### config.mk
export PLATFORM = sky130hd
export DESIGN_NAME = fit_policy_block_allocator_core
export DESIGN_NICKNAME = d
export VERILOG_FILES = /design/src/rtl/fpba_pkg.sv /design/src/rtl/fpba_ram.sv /design/src/rtl/fit_policy_block_allocator_core.sv
export SDC_FILE = /design/constraint.sdc
export NUM_CORES = 1
export LEC_CHECK = 0
export BUFFER_PORTS_ARGS = -buffer_cell sky130_fd_sc_hd__buf_4
export CAP_MARGIN = 25
export CORE_ASPECT_RATIO = 0.7
export CORE_UTILIZATION = 54
export CTS_BUF_LIST = sky130_fd_sc_hd__clkbuf_16
export DETAILED_ROUTE_END_ITERATION = 8
export PLACE_DENSITY = 0.76
export SLEW_MARGIN = 30
export SYNTH_ARGS = -nofsm -noshare
export SYNTH_HDL_FRONTEND = slang
export SYNTH_SLANG_ARGS = --single-unit
### constraint.sdc
create_clock -name clock -period 3.4 [get_ports clock]
set_input_delay 0.85 -clock clock [delete_from_list [all_inputs] [get_ports clock]]
set_output_delay 0.85 -clock clock [all_outputs]
set_load 0.01 [all_outputs]
### src/rtl/fpba_pkg.sv
// Package for the fit-policy block allocator: codes, state type and default sizes.
package fpba_pkg;

   // Default sizes
   localparam int MAX_BLOCKS_DEF    = 16;
   localparam int CAPACITY_BITS_DEF = 16;

   // Request kinds
   localparam logic [1:0] KIND_LOAD    = 2'd0;
   localparam logic [1:0] KIND_RESTART = 2'd1;
   localparam logic [1:0] KIND_ALLOC   = 2'd2;

   // Placement policies
   localparam logic [1:0] POLICY_FIRST = 2'd0;
   localparam logic [1:0] POLICY_BEST  = 2'd1;
   localparam logic [1:0] POLICY_WORST = 2'd2;

   // Response status codes
   localparam logic [1:0] STATUS_ACK    = 2'd0;
   localparam logic [1:0] STATUS_GRANT  = 2'd1;
   localparam logic [1:0] STATUS_REFUSE = 2'd2;

   // Register indexes
   localparam logic CSR_POLICY = 1'b0;
   localparam logic CSR_BLOCKS = 1'b1;

   // Reset values of the registers
   localparam logic [1:0] POLICY_RESET = POLICY_FIRST;
   localparam logic [4:0] BLOCKS_RESET = 5'd16;

   // Sequencer states
   typedef enum logic [2:0] {
      ST_CLEAR,
      ST_IDLE,
      ST_COPY,
      ST_SCAN,
      ST_UPDATE,
      ST_DONE
   } state_type;

endpackage

### src/rtl/fpba_ram.sv
// Generic single-write, single-read RAM with registered read data.
module fpba_ram #(
   parameter int WIDTH  = 16,
   parameter int DEPTH  = 16,
   parameter int ADDR_W = 4
) (
   input  logic              clock,
   input  logic              we,
   input  logic [ADDR_W-1:0] waddr,
   input  logic [WIDTH-1:0]  wdata,
   input  logic [ADDR_W-1:0] raddr,
   output logic [WIDTH-1:0]  rdata
);

   logic [WIDTH-1:0] mem_ff [DEPTH];
   logic [WIDTH-1:0] rdata_ff;

   // Write port and registered read port
   always_ff @(posedge clock) begin
      if (we) begin
         mem_ff[waddr] <= wdata;
      end
      rdata_ff <= mem_ff[raddr];
   end

   assign rdata = rdata_ff;

endmodule

### src/rtl/fit_policy_block_allocator_core.sv
// Top level of the fit-policy block allocator: sequencer, registers and capacity tables.
//
// The allocator holds an original and a working capacity for each of MAX_BLOCKS blocks in two
// small RAMs and serves one request at a time; req_ready is high only while it is idle. A load
// writes one block and then responds. A restart copies the original table into the working
// table through the RAM ports, one block a cycle. An allocate scans the first blocks_in_use
// blocks (saturated to MAX_BLOCKS) one per cycle through the working RAM's single read port and
// one shared comparator, then writes back the remainder, or stops the run when no block fits;
// when the run is already stopped it is refused without a scan. The block is ready again in the
// same cycle that rsp_valid rises. After reset a clearing pass zeroes both tables before the
// first request is taken; the configuration registers can be written during it. A finished
// response sits in an output register until the consumer takes it.
module fit_policy_block_allocator_core #(
   parameter int MAX_BLOCKS    = fpba_pkg::MAX_BLOCKS_DEF,
   parameter int CAPACITY_BITS = fpba_pkg::CAPACITY_BITS_DEF
) (
   input  logic        clock,
   input  logic        reset,
   // request channel
   input  logic        req_valid,
   output logic        req_ready,
   input  logic [1:0]  req_kind,
   input  logic [3:0]  req_block_number,
   input  logic [15:0] req_amount,
   // response channel
   output logic        rsp_valid,
   input  logic        rsp_ready,
   output logic [1:0]  rsp_status,
   output logic [3:0]  rsp_chosen_block,
   output logic [15:0] rsp_left_over,
   output logic [15:0] rsp_request_number,
   // configuration port
   input  logic        csr_we,
   input  logic        csr_index,
   input  logic [4:0]  csr_wdata
);

   import fpba_pkg::*;

   localparam int IDX_W = (MAX_BLOCKS > 1) ? $clog2(MAX_BLOCKS) : 1;
   localparam int CNT_W = $clog2(MAX_BLOCKS + 1);
   localparam logic [8:0] MAX_WIDE = 9'(MAX_BLOCKS);

   // Registers
   state_type               state_ff, state_in;
   logic [CNT_W-1:0]        idx_ff, idx_in;
   logic                    pend_ff, pend_in;
   logic [IDX_W-1:0]        pend_idx_ff, pend_idx_in;
   logic [CNT_W-1:0]        limit_ff, limit_in;
   logic [CAPACITY_BITS-1:0] amount_ff, amount_in;
   logic                    found_ff, found_in;
   logic [CAPACITY_BITS-1:0] best_ff, best_in;
   logic [IDX_W-1:0]        pick_ff, pick_in;
   logic                    stopped_ff, stopped_in;
   logic [15:0]             count_ff, count_in;
   logic [1:0]              policy_ff, policy_in;
   logic [4:0]              blocks_ff, blocks_in;
   logic [1:0]              res_status_ff, res_status_in;
   logic [3:0]              res_chosen_ff, res_chosen_in;
   logic [15:0]             res_left_ff, res_left_in;
   logic                    rsp_valid_ff, rsp_valid_in;
   logic [1:0]              rsp_status_ff, rsp_status_in;
   logic [3:0]              rsp_chosen_ff, rsp_chosen_in;
   logic [15:0]             rsp_left_ff, rsp_left_in;
   logic [15:0]             rsp_count_ff, rsp_count_in;

   // RAM ports
   logic                     orig_we, work_we;
   logic [IDX_W-1:0]         orig_waddr, work_waddr;
   logic [CAPACITY_BITS-1:0] orig_wdata, work_wdata;
   logic [CAPACITY_BITS-1:0] orig_rdata, work_rdata;
   logic [IDX_W-1:0]         rd_addr;

   // Helpers
   logic                     req_fire;
   logic [31:0]              amount_wide;
   logic [CAPACITY_BITS-1:0] amount_cap;
   logic [8:0]               block_wide;
   logic [31:0]              block_ext;
   logic [8:0]               blocks_wide;
   logic [CAPACITY_BITS-1:0] remain;
   logic [31:0]              remain_wide;
   logic [31:0]              pick_wide;
   logic                     fits;
   logic                     better;

   assign req_fire    = req_valid && req_ready;
   assign req_ready   = (state_ff == ST_IDLE);
   assign amount_wide = {16'b0, req_amount};
   assign amount_cap  = amount_wide[CAPACITY_BITS-1:0];
   assign block_wide  = {5'b0, req_block_number};
   assign block_ext   = {28'b0, req_block_number};
   assign blocks_wide = {4'b0, blocks_ff};
   assign rd_addr     = idx_ff[IDX_W-1:0];
   assign remain      = best_ff - amount_ff;
   assign remain_wide = 32'(remain);
   assign pick_wide   = 32'(pick_ff);

   // Shared comparator path: does the block fit, and does it beat the current pick
   assign fits   = (work_rdata >= amount_ff);
   assign better = !found_ff
                || ((policy_ff == POLICY_BEST)  && (work_rdata < best_ff))
                || ((policy_ff == POLICY_WORST) && (work_rdata > best_ff));

   fpba_ram #(
      .WIDTH  (CAPACITY_BITS),
      .DEPTH  (MAX_BLOCKS),
      .ADDR_W (IDX_W)
   ) u_orig_ram (
      .clock (clock),
      .we    (orig_we),
      .waddr (orig_waddr),
      .wdata (orig_wdata),
      .raddr (rd_addr),
      .rdata (orig_rdata)
   );

   fpba_ram #(
      .WIDTH  (CAPACITY_BITS),
      .DEPTH  (MAX_BLOCKS),
      .ADDR_W (IDX_W)
   ) u_work_ram (
      .clock (clock),
      .we    (work_we),
      .waddr (work_waddr),
      .wdata (work_wdata),
      .raddr (rd_addr),
      .rdata (work_rdata)
   );

   // State register
   always_ff @(posedge clock) begin
      if (reset) begin
         state_ff     <= ST_CLEAR;
         idx_ff       <= '0;
         pend_ff      <= 1'b0;
         found_ff     <= 1'b0;
         stopped_ff   <= 1'b0;
         count_ff     <= '0;
         policy_ff    <= POLICY_RESET;
         blocks_ff    <= BLOCKS_RESET;
         rsp_valid_ff <= 1'b0;
      end else begin
         state_ff     <= state_in;
         idx_ff       <= idx_in;
         pend_ff      <= pend_in;
         found_ff     <= found_in;
         stopped_ff   <= stopped_in;
         count_ff     <= count_in;
         policy_ff    <= policy_in;
         blocks_ff    <= blocks_in;
         rsp_valid_ff <= rsp_valid_in;
      end
   end

   // Payload registers
   always_ff @(posedge clock) begin
      pend_idx_ff   <= pend_idx_in;
      limit_ff      <= limit_in;
      amount_ff     <= amount_in;
      best_ff       <= best_in;
      pick_ff       <= pick_in;
      res_status_ff <= res_status_in;
      res_chosen_ff <= res_chosen_in;
      res_left_ff   <= res_left_in;
      rsp_status_ff <= rsp_status_in;
      rsp_chosen_ff <= rsp_chosen_in;
      rsp_left_ff   <= rsp_left_in;
      rsp_count_ff  <= rsp_count_in;
   end

   // Sequencer
   always_comb begin
      state_in      = state_ff;
      idx_in        = idx_ff;
      pend_in       = 1'b0;
      pend_idx_in   = pend_idx_ff;
      limit_in      = limit_ff;
      amount_in     = amount_ff;
      found_in      = found_ff;
      best_in       = best_ff;
      pick_in       = pick_ff;
      stopped_in    = stopped_ff;
      count_in      = count_ff;
      policy_in     = policy_ff;
      blocks_in     = blocks_ff;
      res_status_in = res_status_ff;
      res_chosen_in = res_chosen_ff;
      res_left_in   = res_left_ff;
      rsp_valid_in  = rsp_valid_ff && !rsp_ready;
      rsp_status_in = rsp_status_ff;
      rsp_chosen_in = rsp_chosen_ff;
      rsp_left_in   = rsp_left_ff;
      rsp_count_in  = rsp_count_ff;
      orig_we       = 1'b0;
      orig_waddr    = rd_addr;
      orig_wdata    = '0;
      work_we       = 1'b0;
      work_waddr    = rd_addr;
      work_wdata    = '0;

      // configuration writes
      if (csr_we) begin
         unique case (csr_index)
            CSR_POLICY: policy_in = csr_wdata[1:0];
            CSR_BLOCKS: blocks_in = csr_wdata;
            default:    policy_in = policy_ff;
         endcase
      end

      unique case (state_ff)
         // zero both tables after reset
         ST_CLEAR: begin
            orig_we = 1'b1;
            work_we = 1'b1;
            idx_in  = idx_ff + CNT_W'(1);
            if (idx_ff == CNT_W'(MAX_BLOCKS - 1)) begin
               idx_in   = '0;
               state_in = ST_IDLE;
            end
         end

         ST_IDLE: begin
            if (req_fire) begin
               idx_in        = '0;
               found_in      = 1'b0;
               res_status_in = STATUS_ACK;
               res_chosen_in = '0;
               res_left_in   = '0;
               amount_in     = amount_cap;
               limit_in      = (blocks_wide > MAX_WIDE) ? CNT_W'(MAX_BLOCKS)
                                                        : CNT_W'(blocks_wide);
               case (req_kind)
                  KIND_LOAD: begin
                     if (block_wide < MAX_WIDE) begin
                        orig_we    = 1'b1;
                        work_we    = 1'b1;
                        orig_waddr = block_ext[IDX_W-1:0];
                        work_waddr = block_ext[IDX_W-1:0];
                        orig_wdata = amount_cap;
                        work_wdata = amount_cap;
                     end
                     state_in = ST_DONE;
                  end
                  KIND_RESTART: begin
                     stopped_in = 1'b0;
                     count_in   = '0;
                     state_in   = ST_COPY;
                  end
                  KIND_ALLOC: begin
                     if (count_ff != 16'hFFFF) begin
                        count_in = count_ff + 16'd1;
                     end
                     if (stopped_ff) begin
                        res_status_in = STATUS_REFUSE;
                        state_in      = ST_DONE;
                     end else begin
                        state_in = ST_SCAN;
                     end
                  end
                  default: state_in = ST_IDLE;
               endcase
            end
         end

         // originals into the working table, each block read in the cycle before its write
         ST_COPY: begin
            if (idx_ff < CNT_W'(MAX_BLOCKS)) begin
               idx_in      = idx_ff + CNT_W'(1);
               pend_in     = 1'b1;
               pend_idx_in = rd_addr;
            end
            if (pend_ff) begin
               work_we    = 1'b1;
               work_waddr = pend_idx_ff;
               work_wdata = orig_rdata;
            end else if (idx_ff >= CNT_W'(MAX_BLOCKS)) begin
               state_in = ST_DONE;
            end
         end

         // one block per cycle through the shared comparator
         ST_SCAN: begin
            if (idx_ff < limit_ff) begin
               idx_in      = idx_ff + CNT_W'(1);
               pend_in     = 1'b1;
               pend_idx_in = rd_addr;
            end
            if (pend_ff) begin
               if (fits && better) begin
                  found_in = 1'b1;
                  best_in  = work_rdata;
                  pick_in  = pend_idx_ff;
               end
            end else if (idx_ff >= limit_ff) begin
               state_in = ST_UPDATE;
            end
         end

         // write back the remainder, or stop the run
         ST_UPDATE: begin
            if (found_ff) begin
               work_we       = 1'b1;
               work_waddr    = pick_ff;
               work_wdata    = remain;
               res_status_in = STATUS_GRANT;
               res_chosen_in = pick_wide[3:0];
               res_left_in   = remain_wide[15:0];
            end else begin
               stopped_in    = 1'b1;
               res_status_in = STATUS_REFUSE;
            end
            state_in = ST_DONE;
         end

         // hand the response to the output register once it is free
         ST_DONE: begin
            if (!rsp_valid_ff || rsp_ready) begin
               rsp_valid_in  = 1'b1;
               rsp_status_in = res_status_ff;
               rsp_chosen_in = res_chosen_ff;
               rsp_left_in   = res_left_ff;
               rsp_count_in  = count_ff;
               state_in      = ST_IDLE;
            end
         end

         default: state_in = ST_IDLE;
      endcase
   end

   assign rsp_valid          = rsp_valid_ff;
   assign rsp_status         = rsp_status_ff;
   assign rsp_chosen_block   = rsp_chosen_ff;
   assign rsp_left_over      = rsp_left_ff;
   assign rsp_request_number = rsp_count_ff;

   // A pending compare always refers to a block inside the search window
   a_pend_in_window: assert property (@(posedge clock) disable iff (reset)
      (state_ff == ST_SCAN && pend_ff) |-> (CNT_W'(pend_idx_ff) < limit_ff))
      else $error("scan compare outside the searched blocks");

   // A held pick always fits the request
   a_pick_fits: assert property (@(posedge clock) disable iff (reset)
      (state_ff == ST_UPDATE && found_ff) |-> (best_ff >= amount_ff))
      else $error("chosen block is smaller than the request");

   // A fresh refusal leaves the run stopped
   a_refuse_stops: assert property (@(posedge clock) disable iff (reset)
      ($rose(rsp_valid_ff) && rsp_status_ff == STATUS_REFUSE) |-> stopped_ff)
      else $error("refusal without stopping the run");

   // An allocate always leaves a nonzero request count
   a_count_moves: assert property (@(posedge clock) disable iff (reset)
      (req_fire && req_kind == KIND_ALLOC) |=> (count_ff != 16'd0))
      else $error("allocate did not advance the request count");

endmodule

==> results of run 1 <==
[Yosys cell counts (17+ instances only)]
cell,number,area (um2)
a21oi_1,55,275
and3_1,20,125
clkbuf_1,35,131
dfxtp_1,67,1340
edfxtp_1,617,18500
ha_1,56,701
inv_1,60,225
mux4_2,160,3600
nand2_1,53,199
nand3_1,21,105
nor2_1,90,338
nor3_1,19,95.1
o21ai_0,40,200
xnor2_1,17,149
[layer usage]
layer,vias up,routed length [um],track usage [%]
met3,79,6920,6.26
met4,0,938,4.87
met2,815,26200,33.4
li1,6313,-,-
met5,-,0,0
met1,7462,25800,36.5
[state kept, by name, summed over array words and instances, names as in the netlist, 3 cells and up]
name / count
idx_ff: 5
limit_ff: 5
blocks_ff: 5
res_chosen_ff: 4
rsp_request_number: 16
best_ff: 16
rsp_chosen_block: 4
pend_idx_ff: 4
state_ff: 3
count_ff: 16
u_work_ram.rdata: 16
amount_ff: 16
u_orig_ram.rdata: 16
u_orig_ram.mem_ff: 256
rsp_left_over: 16
pick_ff: 4
u_work_ram.mem_ff: 256
res_left_ff: 16
[through the flow]
stage	util, %	worst slack (ns)
6_report	63.0	0.280
5_1_grt	63.0	0.152
4_1_cts	63.0	0.405
3_5_place_dp	59.0	0.0201
3_3_place_gp	59.0	0.0825
2_1_floorplan	-	0.0511
[worst register-to-register path, cell delays in order, from the launching register on]
cell	delay (ns)
edfxtp_1	0.40
ha_1	0.39
and4_1	0.25
a32oi_1	0.14
a21boi_0	0.54
o2111ai_1	0.24
xnor2_1	0.47
o21ai_0	0.19
buf_4	0.24
[worst paths after layout]
path | from | endpoint | slack, ns | cells after the start
max | best_ff[8] | u_work_ram.mem_ff[14][13] | 0.28 | 8
min | res_left_ff[7] | rsp_left_over[7] | 0.42 | 0
max reg2reg | best_ff[8] | u_work_ram.mem_ff[14][13] | 0.28 | 8
min reg2reg | res_left_ff[7] | rsp_left_over[7] | 0.42 | 0
[power by group through the flow]
stage	Clock, mW	Combinational (mW)	Sequential [mW]
2_1_floorplan	0	2.82	10.4
3_3_place_gp	0	3.83	10.6
3_5_place_dp	0	3.99	10.7
4_1_cts	6.80	4.01	10.5
5_1_grt	7.10	4.29	10.6
6_report	6.72	4.02	10.5
[logic make-up after synthesis]
family                   after synthesis  synth area share, %
XOR/XNOR                              22                0.704
AND/OR/NAND/NOR                      273                 4.95
multiplexers                         170                 13.5
flip-flops                           684                 72.6
buffers and inverters                126                 1.83
adder cells (fa/ha/maj)               57                 2.63
AO/OA/AOI/OAI                        163                 3.70
[layout by cell type, fill, tap and decap left out, types with 7 or more instances in the layout]
| cell type | n |
|---|---|
| o211ai_1 | 11 |
| and3_1 | 20 |
| edfxtp_1 | 617 |
| nand2_1 | 53 |
| ha_1 | 56 |
| bufinv_16 | 7 |
| nand3_1 | 21 |
| nand4_1 | 12 |
| nor2_4 | 10 |
| nor2_1 | 72 |
| nand2b_1 | 11 |
| clkbuf_16 | 59 |
| mux4_2 | 160 |
| nor2_2 | 8 |
| inv_1 | 69 |
| dfxtp_1 | 64 |
| buf_12 | 7 |
| a21oi_1 | 54 |
| nor3_1 | 19 |
| nor2b_1 | 10 |
| clkinv_2 | 14 |
| clkinv_1 | 11 |
| a31oi_1 | 10 |
| o21ai_0 | 40 |
| nor3b_1 | 8 |
| mux2i_1 | 8 |
| buf_4 | 150 |
| xnor2_1 | 17 |
[final cells by class]
type                       count  area, um2
sequential                   684      19900
fill                        3362      18300
multi-input combinational    685       7080
clock buffer                  59       1480
timing repair buffer         158       1290
tap                          665        832
clock inverter                52        465
inverter                      61        229
==> results.sh, run 1 <==
export IMPL_outcome="completed"
export IMPL_pwr_share_clk_pct=31.6
export IMPL_cts_setup_buffers=0
export IMPL_hold_viol_final=0
export IMPL_nets=1739
export IMPL_initial_core_util_pct=55.1
export IMPL_synth_seq_cells=684
export IMPL_syn_nets=1585
export IMPL_drtPass1Iterations=5
export IMPL_synth_flop_cell="edfxtp_1"
export IMPL_power_mw=21.2
export IMPL_finalSetupTns_ns=0
export IMPL_ys_types=60
export IMPL_required_ns=3.77
export IMPL_cp_top_family="compound AO/OA/AOI/OAI gates"
export IMPL_setup_viol=0
export IMPL_worst_slew_pin_slew_ns=0.937
export IMPL_port_buffers=72
export IMPL_cpMaxStageDelayCell="a21boi_0"
export IMPL_tritoncts="yes"
export IMPL_synthCells=1495
export IMPL_die_x_um=271
export IMPL_switchingPower_mw=5.60
export IMPL_max_stage_delay_ns=0.54
export IMPL_cp_arrival_ns=3.49
export IMPL_worstSetupPathType="flip-flop to flip-flop"
export IMPL_p_int_mw=15.6
export IMPL_pin_count=73
export IMPL_dr_total_vias=14669
export IMPL_critical_path_max_fanout=16
export IMPL_startpoint_type="flip-flop"
export IMPL_async_flop_share_pct=0
export IMPL_power_frac_comb_pct=18.9
export IMPL_yosysSeqAreaShare_pct=72.6
export IMPL_drv_cap=0
export IMPL_cts_resized_gates=0
export IMPL_min_period_over_period_pct=91.8
export IMPL_vdd_drop_max_v=0.000435
export IMPL_drt_wirelength_per_cell_um=25.3
export IMPL_hold_class="flip-flop to flip-flop"
export IMPL_fin_hold_ws_ns=0.419
export IMPL_antenna_found_initial=1
export IMPL_fin_skew_ns=0.0408
export IMPL_ctsHtreeMaxLevel=2
export IMPL_die_area_mm2=0.0516
export IMPL_cts_hold_buf=0
export IMPL_clk_path_buf_depth=3
export IMPL_sequentialPowerShare_pct=49.4
export IMPL_cp_end_kind="flip-flop"
export IMPL_viasPerCell=6.21
export IMPL_p_sw_share_pct=26.4
export IMPL_fp_row_count=68
export IMPL_core_mm2=0.0496
export IMPL_grt_pass1_wl_um=88700
export IMPL_rsz0062_at_grt="false"
export IMPL_cts_reportedPaths_clkPinSlew_ns=0.07
export IMPL_p_leak_nw=10.9
export IMPL_fin_cells=2364
export IMPL_postSynthAreaPerCell_um2=18.3
export IMPL_place_area_mm2=0.0293
export IMPL_dp_hpwl_um=39600
export IMPL_drive_above_1_share_pct=26.3
export IMPL_clock_sinks=684
export IMPL_critical_path_cell_chain="ha_1 > and4_1 > a32oi_1 > a21boi_0 > o2111ai_1 > xnor2_1 > o21ai_0 > buf_4"
export IMPL_cts_buffers=59
export IMPL_drt_iter0_drc=1904
export IMPL_crit_buf_inv=1
export IMPL_synth_edf_count=617
export IMPL_clk_latency_ns=0.64
export IMPL_grt_max_degree=99
export IMPL_drv_slew=0
export IMPL_die_h_um=190
export IMPL_grt_overflow=0
export IMPL_timing_final_crit_period_ns=3.12
export IMPL_grt_pass1_vias=14008
export IMPL_ant_nets=0
export IMPL_globalplace_congestion=0.935
export IMPL_ys_warn_count=0
export IMPL_drc=0
export IMPL_stdcell_area_mm2=0.0313
export IMPL_clockRootBuffer="clkbuf_16"
export IMPL_num_antenna_cells=0
export IMPL_routed_wl_um=59800
export IMPL_grtUsageTotal_pct=23.4
export IMPL_netlist_area_mm2=0.0274
export IMPL_max_freq_ghz=0.321
export IMPL_synthToLayoutAreaGrowth_pct=14.3
export IMPL_relSlewSlack_pct=37.5
export IMPL_power_density_mw_per_mm2=680
export IMPL_dpl_cell_count=2252
(Power assumes the default switching activity.)
==> run 2: changes to the inputs <==
--- a/config.mk
+++ b/config.mk
@@ -15,4 +15,5 @@
 export SLEW_MARGIN = 30
 export SYNTH_ARGS = -nofsm -noshare
 export SYNTH_HDL_FRONTEND = slang
+export SYNTH_HIERARCHICAL = 1
 export SYNTH_SLANG_ARGS = --single-unit
==> results.sh, run 2 <==
export IMPL_outcome="completed"
export IMPL_grt_pass1_vias=14536
export IMPL_nets=1769
export IMPL_finalSetupTns_ns=0
export IMPL_cp_end_kind="flip-flop"
export IMPL_cts_hold_buf=0
export IMPL_globalplace_congestion=0.989
export IMPL_worst_slew_pin_slew_ns=0.840
export IMPL_syn_nets=1603
export IMPL_final_setup_worst_slack_ns=0.262
export IMPL_max_freq_ghz=0.319
export IMPL_die_area_mm2=0.0514
export IMPL_synth_edf_count=617
export IMPL_ys_warn_count=6
export IMPL_fp_row_count=68
export IMPL_port_buffers=72
export IMPL_startpoint_type="flip-flop"
export IMPL_synth_top_area_share_pct=68.0
export IMPL_cts_reportedPaths_clkPinSlew_ns=0.07
export IMPL_dp_worst_setup_slack_ns=-0.0431
export IMPL_drv_slew=0
export IMPL_cts_resized_gates=0
export IMPL_synth_simple_area_share_pct=5.46
export IMPL_drv_cap=0
export IMPL_synthToLayoutAreaGrowth_pct=14.9
export IMPL_num_antenna_cells=0
export IMPL_async_flop_share_pct=0
export IMPL_synth_seq_cells=684
export IMPL_synthMuxAreaShare_pct=11.1
export IMPL_die_x_um=271
export IMPL_pin_count=73
export IMPL_drive_above_1_share_pct=23.4
export IMPL_stdcell_area_mm2=0.0313
export IMPL_dp_hpwl_um=41500
export IMPL_critical_path_max_fanout=16
export IMPL_min_to="rsp_left_over[7]"
export IMPL_clock_sinks=684
export IMPL_grtUsageTotal_pct=24.7
export IMPL_r2r_end="u_work_ram/mem_ff[12][14]"
export IMPL_drt_iter0_drc=1959
export IMPL_core_mm2=0.0495
export IMPL_setup_viol=0
export IMPL_hold_class="flip-flop to flip-flop"
export IMPL_synth_top_family_by_area="multiplexers"
export IMPL_rsz0062_at_grt="false"
export IMPL_tritoncts="yes"
export IMPL_synth_compound_area_share_pct=4.87
export IMPL_fin_hold_ws_ns=0.419
export IMPL_timing_final_crit_period_ns=3.14
export IMPL_grt_use_met1_pct=37.5
export IMPL_ant_nets=0
export IMPL_synth_xor_area_share_pct=1.03
export IMPL_drt_wirelength_per_cell_um=26.1
export IMPL_yosysSeqAreaShare_pct=72.9
export IMPL_synthCells=1513
export IMPL_cts_buffers=58
export IMPL_holdPathStages=0
export IMPL_synth_flop_cell="edfxtp_1"
export IMPL_ctsHtreeMaxLevel=2
export IMPL_cts_setup_buffers=0
export IMPL_ys_types=65
export IMPL_vdd_drop_max_v=0.000509
export IMPL_grt_pass1_wl_um=92600
export IMPL_synthAdderAreaFrac_pct=2.64
export IMPL_required_ns=3.73
export IMPL_drc=0
export IMPL_clockRootBuffer="clkbuf_16"
export IMPL_top_regs="u_orig_ram/mem_ff x256, u_work_ram/mem_ff x256"
export IMPL_synth_most_common_cell="edfxtp_1"
export IMPL_synthTopCellsByCount="edfxtp_1 (617), mux4_2 (108), nor2_1 (77)"
export IMPL_synthTopCellsByArea="edfxtp_1 (68%), mux4_2 (8.9%), dfxtp_1 (4.9%)"
export IMPL_reg2reg_from="best_ff[0]"
export IMPL_worstSetupPathType="flip-flop to flip-flop"
export IMPL_clk_latency_ns=0.62
export IMPL_use_met3_pct=7.76
export IMPL_hold_viol_final=0
export IMPL_drtPass1Iterations=5
export IMPL_grt_busiest_layer="met1"
export IMPL_die_h_um=190
export IMPL_min_period_over_period_pct=92.3
export IMPL_yosysTopAreaCell="edfxtp_1"
export IMPL_power_density_mw_per_mm2=720
export IMPL_antenna_found_initial=5
export IMPL_viasPerCell=6.15
export IMPL_reg2reg_depth=12
export IMPL_routed_wl_um=62400
export IMPL_initial_core_util_pct=55.0
export IMPL_clk_path_buf_depth=3
export IMPL_fin_skew_ns=0.0333
export IMPL_place_area_mm2=0.0294
export IMPL_p_leak_nw=10.7
export IMPL_dr_total_vias=14721
export IMPL_postSynthAreaPerCell_um2=18.0
export IMPL_cp_arrival_ns=3.46
export IMPL_power_mw=22.6
export IMPL_hold_path_startpoint="res_left_ff[7]"
export IMPL_final_cell_mix="edfxtp_1 (617), buf_4 (142), mux4_2 (108)"
export IMPL_netlist_area_mm2=0.0273
export IMPL_relSlewSlack_pct=43.9
export IMPL_layout_commonest_cell="edfxtp_1"
export IMPL_grt_overflow=0
export IMPL_rrSetupSlack_ns=0.26
export IMPL_met2_usage_pct=35.1
export IMPL_grt_max_degree=50
==> run 2: power breakdown <==
group / internal, mW / leakage (nW) / total, mW / switching (mW)
registers: 10.3 / 6.13 / 10.7 / 0.458
clock network: 3.41 / 0.949 / 6.40 / 2.99
logic: 2.36 / 3.66 / 5.43 / 3.07
total: 16.0 / 10.7 / 22.6 / 6.53
==> run 2: worst max path at each step <==
stage,from,to,slack (ns),depth (start not counted)
6_report,best_ff[0],u_work_ram/mem_ff[12][14],0.26,12
2_1_floorplan,req_valid,u_work_ram/mem_ff[1][0],-0.21,9
4_1_cts,state_ff[0],u_work_ram/mem_ff[0][10],0.37,9
3_3_place_gp,req_kind[0],u_work_ram/mem_ff[10][7],-0.004,9
5_1_grt,best_ff[0],u_work_ram/mem_ff[12][14],0.16,12
3_5_place_dp,req_valid,u_work_ram/mem_ff[2][13],-0.04,10
==> run 2: kinds of logic after synthesis <==
group,after synthesis
buffers and inverters,115
multiplexers,135
adder cells (fa/ha/maj),57
AND/OR/NAND/NOR,293
XOR/XNOR,32
AO/OA/AOI/OAI,197
flip-flops,684
==> run 2: worst max-delay path, cell delays in order (launching register included) <==
cell	delay, ns
edfxtp_1	0.39
inv_1	0.08
ha_1	0.16
inv_1	0.06
fa_1	0.41
a21o_1	0.23
a221oi_2	0.39
o211ai_1	0.15
o21ai_1	0.23
o21ai_1	0.16
xnor2_1	0.29
o21ai_1	0.10
buf_4	0.21
==> run 2: area by class of cell <==
type,instances,area [um2]
clock buffer,59,1480
fill,3404,18200
sequential,684,19900
clock inverter,50,373
multi-input combinational,714,6930
timing repair buffer,170,1630
tap,665,832
inverter,51,191
==> run 2: per-layer routing <==
metal / wire length [um] / part of all wire (%)
met5: 13 / 0.021
met4: 1220 / 2.0
met3: 8040 / 13
met2: 26700 / 43
met1: 26400 / 42
==> run 2: metrics by stage <==
step	utilization [%]	cells
floorplan	-	1513
CTS	63.2	2392
detailed placement	59.4	2283
global placement	59.4	2283
finish	63.2	2393
global route	63.2	2393
